### config.mk
export PLATFORM = sky130hd
export DESIGN_NAME = ring_deque_with_cancel_core
export DESIGN_NICKNAME = d
export VERILOG_FILES = /design/src/rtl/rdq_pkg.sv /design/src/rtl/rdq_ram.sv /design/src/rtl/ring_deque_with_cancel_core.sv
export SDC_FILE = /design/constraint.sdc
export NUM_CORES = 2
export LEC_CHECK = 0
export BUFFER_PORTS_ARGS = -buffer_cell sky130_fd_sc_hd__buf_2
export CORE_MARGIN = 4
export CORE_UTILIZATION = 50
export CTS_BUF_LIST = sky130_fd_sc_hd__clkbuf_8
export CTS_CLUSTER_DIAMETER = 150
export DETAILED_ROUTE_END_ITERATION = 10
export PLACE_DENSITY = 0.67
export SLEW_MARGIN = 10
export SYNTH_ARGS = -nofsm -noshare
export SYNTH_HDL_FRONTEND = slang
export SYNTH_HIERARCHICAL = 1
export SYNTH_SLANG_ARGS = --single-unit
export TNS_END_PERCENT = 20
### constraint.sdc
create_clock -name clk -period 12 [get_ports clk]
set_clock_uncertainty 0.15 [all_clocks]
set_input_delay 2.4 -clock clk [delete_from_list [all_inputs] [get_ports clk]]
set_output_delay 2.4 -clock clk [all_outputs]
set_load 0.005 [all_outputs]
### src/rtl/rdq_pkg.sv
// ----------------------------------------------------------------------------
// rdq_pkg
// Shared types and codes for the ring deque with cancel.
// ----------------------------------------------------------------------------
package rdq_pkg;

  // The ring never has fewer slots than this.
  localparam int MIN_SLOTS = 16;

  localparam int FUNC_W   = 3;
  localparam int ID_W     = 32;
  localparam int STATUS_W = 2;

  typedef logic [FUNC_W-1:0]   func_t;
  typedef logic [ID_W-1:0]     id_t;
  typedef logic [STATUS_W-1:0] status_t;

  localparam func_t FN_PUSH_BACK  = 3'd0;
  localparam func_t FN_PUSH_FRONT = 3'd1;
  localparam func_t FN_POP        = 3'd2;
  localparam func_t FN_CONTAINS   = 3'd3;
  localparam func_t FN_CANCEL     = 3'd4;

  localparam status_t ST_OK    = 2'd0;
  localparam status_t ST_EMPTY = 2'd1;
  localparam status_t ST_FULL  = 2'd2;
  localparam status_t ST_BADID = 2'd3;

endpackage

### src/rtl/rdq_ram.sv
// ----------------------------------------------------------------------------
// rdq_ram
// Slot store: one write port and one read port with registered read data.
// ----------------------------------------------------------------------------
module rdq_ram #(
  parameter int DEPTH  = 64,
  parameter int DATA_W = 32,
  parameter int ADDR_W = 6
) (
  input  logic              clk,
  input  logic              we,
  input  logic [ADDR_W-1:0] waddr,
  input  logic [DATA_W-1:0] wdata,
  input  logic              re,
  input  logic [ADDR_W-1:0] raddr,
  output logic [DATA_W-1:0] rdata
);

  logic [DATA_W-1:0] mem [DEPTH];
  logic [DATA_W-1:0] rdata_r;

  always_ff @(posedge clk) begin
    if (we) begin
      mem[waddr] <= wdata;
    end
  end

  always_ff @(posedge clk) begin
    if (re) begin
      rdata_r <= mem[raddr];
    end
  end

  assign rdata = rdata_r;

endmodule

### src/rtl/ring_deque_with_cancel_core.sv
// ----------------------------------------------------------------------------
// ring_deque_with_cancel_core
// Circular deque of task identifiers with push back, push front, pop,
// contains and cancel, sequenced over a single-port-pair slot memory.
// ----------------------------------------------------------------------------
//  Channel | Ports                                     | Transaction
//  --------+-------------------------------------------+-----------------------
//  input   | start, busy, in_func, in_entry_id         | start high, busy low
//  result  | out_valid, out_id, out_found, out_status  | out_valid, one cycle
//
//  Push, rejected ids, pop on empty and unused codes: result in the cycle
//  after the transaction. Pop: the front slot is read from the memory, then
//  handed out from the pop state. Contains scans the live slots from the front,
//  cancel every slot from slot 0, one slot compare a cycle through the memory read port.
//  After reset the block clears every slot of the store with busy high.
//  The receiver cannot stall; each result is shown for exactly one cycle.
// ----------------------------------------------------------------------------
module ring_deque_with_cancel_core #(
  parameter int QUEUE_DEPTH = 64,
  parameter int ID_WIDTH    = 32
) (
  input  logic             clk,
  input  logic             rst_n,
  input  logic             start,
  output logic             busy,
  input  rdq_pkg::func_t   in_func,
  input  rdq_pkg::id_t     in_entry_id,
  output logic             out_valid,
  output rdq_pkg::id_t     out_id,
  output logic             out_found,
  output rdq_pkg::status_t out_status
);

  import rdq_pkg::*;

  localparam int RING = (QUEUE_DEPTH <= MIN_SLOTS) ? MIN_SLOTS
                                                   : (1 << $clog2(QUEUE_DEPTH));
  localparam int PW   = $clog2(RING);
  localparam int SW   = (ID_WIDTH < ID_W) ? ID_WIDTH : ID_W;

  localparam logic [1:0] S_CLEAR = 2'd0;
  localparam logic [1:0] S_IDLE  = 2'd1;
  localparam logic [1:0] S_POP   = 2'd2;
  localparam logic [1:0] S_SCAN  = 2'd3;

  logic [1:0]    state_r, state_nxt;
  logic [PW-1:0] front_r, front_nxt;
  logic [PW-1:0] back_r, back_nxt;
  logic [PW-1:0] clr_r, clr_nxt;
  logic [PW-1:0] scan_r, scan_nxt;
  logic [PW-1:0] left_r, left_nxt;
  logic [SW-1:0] key_r, key_nxt;
  logic          cancel_r, cancel_nxt;

  logic          out_valid_r, out_valid_nxt;
  id_t           out_id_r, out_id_nxt;
  logic          out_found_r, out_found_nxt;
  status_t       out_status_r, out_status_nxt;

  logic          mem_we;
  logic [PW-1:0] mem_waddr;
  logic [SW-1:0] mem_wdata;
  logic          mem_re;
  logic [PW-1:0] mem_raddr;
  logic [SW-1:0] mem_rdata;

  logic [SW-1:0] in_key;
  logic          key_zero;
  logic          empty;
  logic          full;
  logic          hit;

  rdq_ram #(
    .DEPTH  (RING),
    .DATA_W (SW),
    .ADDR_W (PW)
  ) u_ram (
    .clk   (clk),
    .we    (mem_we),
    .waddr (mem_waddr),
    .wdata (mem_wdata),
    .re    (mem_re),
    .raddr (mem_raddr),
    .rdata (mem_rdata)
  );

  assign in_key   = in_entry_id[SW-1:0];
  assign key_zero = (in_key == '0);
  assign empty    = (front_r == back_r);
  assign full     = ((back_r + PW'(1)) == front_r);
  assign hit      = (mem_rdata == key_r);

  always_comb begin
    state_nxt      = state_r;
    front_nxt      = front_r;
    back_nxt       = back_r;
    clr_nxt        = clr_r;
    scan_nxt       = scan_r;
    left_nxt       = left_r;
    key_nxt        = key_r;
    cancel_nxt     = cancel_r;
    out_valid_nxt  = 1'b0;
    out_id_nxt     = '0;
    out_found_nxt  = 1'b0;
    out_status_nxt = ST_OK;
    mem_we         = 1'b0;
    mem_waddr      = '0;
    mem_wdata      = '0;
    mem_re         = 1'b0;
    mem_raddr      = '0;

    unique case (state_r)
      S_CLEAR: begin
        mem_we    = 1'b1;
        mem_waddr = clr_r;
        clr_nxt   = clr_r + PW'(1);
        if (clr_r == PW'(RING - 1)) begin
          state_nxt = S_IDLE;
        end
      end

      S_IDLE: begin
        if (start) begin
          key_nxt = in_key;
          unique case (in_func)
            FN_PUSH_BACK: begin
              out_valid_nxt = 1'b1;
              if (key_zero) begin
                out_status_nxt = ST_BADID;
              end else if (full) begin
                out_status_nxt = ST_FULL;
              end else begin
                mem_we    = 1'b1;
                mem_waddr = back_r;
                mem_wdata = in_key;
                back_nxt  = back_r + PW'(1);
              end
            end
            FN_PUSH_FRONT: begin
              out_valid_nxt = 1'b1;
              if (key_zero) begin
                out_status_nxt = ST_BADID;
              end else if (full) begin
                out_status_nxt = ST_FULL;
              end else begin
                mem_we    = 1'b1;
                mem_waddr = front_r - PW'(1);
                mem_wdata = in_key;
                front_nxt = front_r - PW'(1);
              end
            end
            FN_POP: begin
              if (empty) begin
                out_valid_nxt  = 1'b1;
                out_status_nxt = ST_EMPTY;
              end else begin
                mem_re    = 1'b1;
                mem_raddr = front_r;
                state_nxt = S_POP;
              end
            end
            FN_CONTAINS: begin
              if (key_zero) begin
                out_valid_nxt  = 1'b1;
                out_status_nxt = ST_BADID;
              end else if (empty) begin
                out_valid_nxt = 1'b1;
              end else begin
                mem_re     = 1'b1;
                mem_raddr  = front_r;
                scan_nxt   = front_r;
                left_nxt   = back_r - front_r - PW'(1);
                cancel_nxt = 1'b0;
                state_nxt  = S_SCAN;
              end
            end
            FN_CANCEL: begin
              if (key_zero) begin
                out_valid_nxt  = 1'b1;
                out_status_nxt = ST_BADID;
              end else begin
                mem_re     = 1'b1;
                mem_raddr  = '0;
                scan_nxt   = '0;
                left_nxt   = PW'(RING - 1);
                cancel_nxt = 1'b1;
                state_nxt  = S_SCAN;
              end
            end
            default: begin
              out_valid_nxt = 1'b1;
            end
          endcase
        end
      end

      S_POP: begin
        // Read data of the front slot is here; hand it out and clear the slot.
        out_valid_nxt = 1'b1;
        out_id_nxt    = ID_W'(mem_rdata);
        mem_we        = 1'b1;
        mem_waddr     = front_r;
        front_nxt     = front_r + PW'(1);
        state_nxt     = S_IDLE;
      end

      S_SCAN: begin
        // Read data belongs to scan_r; the next read is issued in the same cycle.
        if (hit) begin
          out_valid_nxt = 1'b1;
          out_found_nxt = 1'b1;
          if (cancel_r) begin
            mem_we    = 1'b1;
            mem_waddr = scan_r;
          end
          state_nxt = S_IDLE;
        end else if (left_r == '0) begin
          out_valid_nxt = 1'b1;
          state_nxt     = S_IDLE;
        end else begin
          mem_re    = 1'b1;
          mem_raddr = scan_r + PW'(1);
          scan_nxt  = scan_r + PW'(1);
          left_nxt  = left_r - PW'(1);
        end
      end

      default: begin
        state_nxt = S_IDLE;
      end
    endcase
  end

  always_ff @(posedge clk) begin
    if (!rst_n) begin
      state_r     <= S_CLEAR;
      front_r     <= '0;
      back_r      <= '0;
      clr_r       <= '0;
      out_valid_r <= 1'b0;
    end else begin
      state_r     <= state_nxt;
      front_r     <= front_nxt;
      back_r      <= back_nxt;
      clr_r       <= clr_nxt;
      out_valid_r <= out_valid_nxt;
    end
  end

  always_ff @(posedge clk) begin
    scan_r       <= scan_nxt;
    left_r       <= left_nxt;
    key_r        <= key_nxt;
    cancel_r     <= cancel_nxt;
    out_id_r     <= out_id_nxt;
    out_found_r  <= out_found_nxt;
    out_status_r <= out_status_nxt;
  end

  assign busy       = (state_r != S_IDLE);
  assign out_valid  = out_valid_r;
  assign out_id     = out_id_r;
  assign out_found  = out_found_r;
  assign out_status = out_status_r;

endmodule

* After elaboration in Yosys (flattened, before gate mapping)
Memories as Yosys holds them, arrays and structs flattened. A register that Yosys moved wholly into a read port is not among the register bits.
Index checks and enable logic that the tools add are counted.
** Storage, ports and cells
- Output and inout bits :: 37
- Register bits :: 101
- Memory bits (writable) :: 2048
- Memories kept :: 1
** Memory list
- u_ram.mem :: words 64, bits a word 32, rd ports 1, clocked after Yosys merged registers in 1, wr ports 1, RTL line rdq_ram.sv:19 : logic [DATA_W-1:0] mem [DEPTH];
** Cells by class
- $add $sub $neg :: 8
- Bitwise logic cells :: 2
- Reductions and logical operators :: 16
- Mux-type cells :: 87
- Equal/unequal tests :: 29
** Operators by type and width (count)
- $mux 6 :: 28
- $mux 32 :: 5
- $pmux 6 s2 :: 8
- $eq 32x32->1 :: 1
- $logic_not 32->1 :: 1
- $mux 1 :: 25
- $add 6x1->6 const B :: 4
- $pmux 6 s4 :: 1
- $mux 2 :: 11
- $ne 2x2->1 const B :: 9
- $sub 6x1->6 const B :: 3
- $reduce_and 8->1 :: 2
- $ne 3x3->1 const B :: 5
- $eq 6x6->1 :: 2
- $pmux 1 s3 :: 4
- $pmux 2 s3 :: 2
- $reduce_and 5->1 :: 2
- $pmux 2 s4 :: 1
- $eq 3x2->1 const B :: 2
- $eq 6x6->1 const B :: 1
- $logic_not 6->1 :: 1
- $reduce_and 6->1 :: 1
- $reduce_bool 2->1 :: 3
- $reduce_or 2->1 :: 3
- 13 further kinds :: 17

* Depth between registers and ports, before layout
- Word-level depth :: 9
- Mapped depth :: 18
- Depth with buffers taken out :: 12

* By module
The synthesis kept the hierarchy.
** By module, submodules not included
- rdq_ram :: seq. area each 62459.9 um^2, area each 79359.9 um^2, times used 1, cells each 3511
- ring_deque_with_cancel_core :: seq. area each 2472.4 um^2, area each 5197.5 um^2, times used 1, cells each 521

* Worst setup path after synthesis
OpenSTA, ideal clock, no wires.
- Path kind :: in2reg
- Start :: input start
- End :: memory u_ram.mem[28][0], enable pin
- Stages :: 13
- Library setup time :: 421 ps
- Arrival time :: 6495 ps
- Required time :: 11429 ps
- Path buffers :: 3
- Slack :: 4934 ps
- Path through :: inv_1 or2_1 inv_2 o211ai_1 a311oi_2 buf_4 a221oi_2 nor2_1 clkbuf_1 or3b_2 or2_2 clkbuf_1 nor2_1
** Between the ends
- Elaborated cells on any way between the ends :: 6
- Those cells by class :: 6 x mux
** RTL lines
- start, declared :: RTL line ring_deque_with_cancel_core.sv:24 : input logic start,
- $mux 6 :: RTL line ring_deque_with_cancel_core.sv:123 : if (start) begin
- $pmux 6 s4 :: RTL line ring_deque_with_cancel_core.sv:112 : unique case (state_r)
- named net mem_waddr[2] :: RTL line ring_deque_with_cancel_core.sv:61 : logic [PW-1:0] mem_waddr;
- end, declared :: RTL line rdq_ram.sv:19
The timed path passes the listed nets, and every way through them passes these cells.

* Final worst setup path
- Start :: input start
- End :: register u_ram.rdata_r[1] (netlist: u_ram/rdata[1]) (read register of u_ram.mem), data pin
** Between the ends
- Word-level cells in the longest chain between the ends :: 2
- Elaborated cells on any way between the ends :: 4
- Those cells by class :: 4 x mux
** RTL lines
- $mux 6 :: RTL line ring_deque_with_cancel_core.sv:123
- $pmux 6 s2 :: RTL line ring_deque_with_cancel_core.sv:112
- named net mem_raddr[2] :: RTL line ring_deque_with_cancel_core.sv:64 : logic [PW-1:0] mem_raddr;
- end, declared :: RTL line rdq_ram.sv:20 : logic [DATA_W-1:0] rdata_r;
The timed path passes the listed nets, and every way through them passes these cells.
A chain may end at the register's enable or synchronous reset.

==> results.toml <==
[route]
wire_per_inst_um = 32.8
avgViaCountPerCell = 6.39
detail-route-antenna-nets = 0
drt_wl_total_um = 223000
drt_iter0_markers = 6025
dr.pass1.iters = 8
vias = 43537
drc = 0

[critical_path]
critPathCaptureType = "flop"
slowest_delay_ps = 700
worst_ep_required_time_ps = 12680
r2r_end = "u_ram/rdata[1]$_DFFE_PP_"
worstPathArrival_ps = 8180
crit_chain = "buf_2, inv_1, or2_1, inv_2, nand2_1, a21oi_1, a22o_4, buf_4, buf_4, and2_2, buf_4, a22oi_1, nand3_1, nand2_1, a21oi_1"
r2r-start = "front_r[2]$_SDFFE_PN0P_"
critPathKind = "input port to flop"
rr_worst_depth = 15
critPathLaunchType = "input port"
cpMaxStageDelayCell = "buf_4"
critPathMaxFanout = 41
crit_top_cell = "buf_4"
reg2reg_slack_ps = 4990

[synth]
yosysTopAreaCellShare_pct = 75.5
synth_edf_count = 2125
synth.area.top_cells = "edfxtp_1, mux4_2, mux2i_1, dfxtp_1, a22oi_1"
ys_ff_latch = 2181
syn_avg_cell_area_um2 = 21.0
syn_inst = 4032
netlist_area_um2 = 84600
synth-seq-area-share_pct = 76.8
ys.flop_type = "edfxtp_1"
yosys-top-cells-count = "edfxtp_1, mux4_2, mux2i_1"
yosysTopAreaCell = "edfxtp_1"
yosysWarnings = 6
synth.most_common_cell = "edfxtp_1"
async_flop_share_pct = 0
yosys.cell_types.count = 72
synth_nets = 4083

[hold_path]
min-delay-start = "clr_r[1]$_SDFFE_PN0P_"
hold_class = "flop to flop"
hold_depth = 2
hold_end = "clr_r[1]$_SDFFE_PN0P_"

[clocking]
hold_buffers = 0
clockBufferDepth = 4
root_buffer = "clkbuf_8"
cts_sinks = 2181
cts_made_buffers = 343
cts_setup_buffers = 0
cts_tree = "yes"
htreeDepth = 5
clkTransAtPathRegs_ps = 60
cts_resized = 0
clk_latency_ps = 1060

[placement]
place_congestion = 0.922
dpl.hpwl_um = 128000
portBuffers = 74
dp_cells = 6213

[cells_and_area]
drive_above_1_share_pct = 25.8
syn2layout_area_growth_pct = 11.2
final_cells = 6818
nNetsFinal = 4405

[die]
core_um2 = 168000
die_area_um2 = 176000
rows = 150
initial_core_util_pct = 50.5
io-pin-count = 75
die_x_um = 419
die_y_um = 419

[power]
powerDensity_nw_per_um2 = 150
leakage_nw = 33.2
ir_drop_uv = 132

[timing]
finalMaxSlewViolations = 0
grt_setup_unrepaired = "no"
slew_headroom_pct = 18.5
fin_tns_setup_ps = 0
final-setup-viol-count = 0
hold_viol_final = 0
max_freq_mhz = 133
min_period_over_period_pct = 62.5
worstMarginPinSlew_ps = 1220
min_period_ps = 7500

[flow_run]
max_cap_viol_count = 0

[run_status]
status = "finished, final reports clean"

[global_route]
gr-total-overflow = 0
grtUsageTotal_pct = 25.6
grt_pass1_wl_um = 317000
grt_max_degree = 116
antenna_found_initial = 16
first_global_vias = 42881
kinds of logic after synthesis:
logic type / Yosys count / share of synthesized area [%]
adder cells (fa/ha/maj): 14 / 0.213
AO/OA/AOI/OAI: 441 / 3.74
multiplexers: 641 / 14.2
flip-flops: 2181 / 76.8
XOR/XNOR: 57 / 0.599
AND/OR/NAND/NOR: 448 / 2.73
buffers and inverters: 250 / 1.74
through the flow:
step                power, mW  area (um^2)  hold slack, ps  util (%)  setup WS, ps
floorplan                8.51        84600             317         -          4930
global placement         8.60        88000             332      52.5          3660
detailed placement       8.60        88000             347      52.5          3620
CTS                      14.2        94000             355      56.1          4750
global route             14.5        94000             395      56.1          4420
finish                   14.1        94000             351      56.1          4500
worst max-delay path, delay by kind of cell:
kind | cells | cell delay (ps)
buf+inv | 6 | 2440
compound gates | 4 | 1600
simple gates | 5 | 1630
report_power, final:
group          switching, mW  total (mW)  internal (mW)
registers            0.00952        8.29           8.28
logic                  0.116       0.158         0.0428
clock network           2.78        5.62           2.84
per-layer routing:
layer	track usage, %	vias up	wire length [um]
li1	-	17519	-
met1	37.0	22857	87100
met2	37.8	2719	101000
met3	6.71	434	26900
met4	9.55	8	8850
met5	0	-	55
sequential cells by signal (all words and copies together) (netlist names):
name / count
scan_r: 6
left_r: 6
u_ram/rdata: 32
u_ram/mem: 2048
out_id: 32
clr_r: 6
state_r: 2
back_r: 6
front_r: 6
key_r: 32
out_found: 1
out_valid: 1
out_status: 2
cancel_r: 1
cells in the final DEF, fill, tap and decap left out, drive strengths merged, types with 44 or more instances in the layout:
cell | synthesis | layout
inv | 21 | 137
clkinv | 0 | 110
edfxtp | 2125 | 2125
nor2 | 131 | 131
dfxtp | 56 | 56
a22oi | 131 | 131
and2 | 70 | 70
nand3 | 57 | 57
a21oi | 59 | 59
mux4 | 446 | 446
mux2i | 195 | 195
buf | 138 | 206
xor2 | 44 | 44
clkbuf | 91 | 356
nand2 | 59 | 59
cell type report:
class	instances	area [um^2]
fill	12383	73600
sequential	2181	64900
multi-input combinational	1601	18800
clock buffer	356	4900
tap	2204	2760
timing repair buffer	206	1450
clock inverter	238	1090
inverter	21	78.8
antenna	11	27.5
worst max-delay path by stage:
stage           from                          end  slack [ps]  cells after the start
2_1_floorplan  start   u_ram/mem[28][0]$_DFFE_PP_        4930                     13
3_3_place_gp   start    u_ram/rdata[30]$_DFFE_PP_        3660                     14
3_5_place_dp   start    u_ram/rdata[30]$_DFFE_PP_        3620                     14
4_1_cts        start     u_ram/rdata[1]$_DFFE_PP_        4750                     15
5_1_grt        start  u_ram/mem[44][29]$_DFFE_PP_        4420                     11
6_report       start     u_ram/rdata[1]$_DFFE_PP_        4500                     15
(Power assumes the default switching activity.)
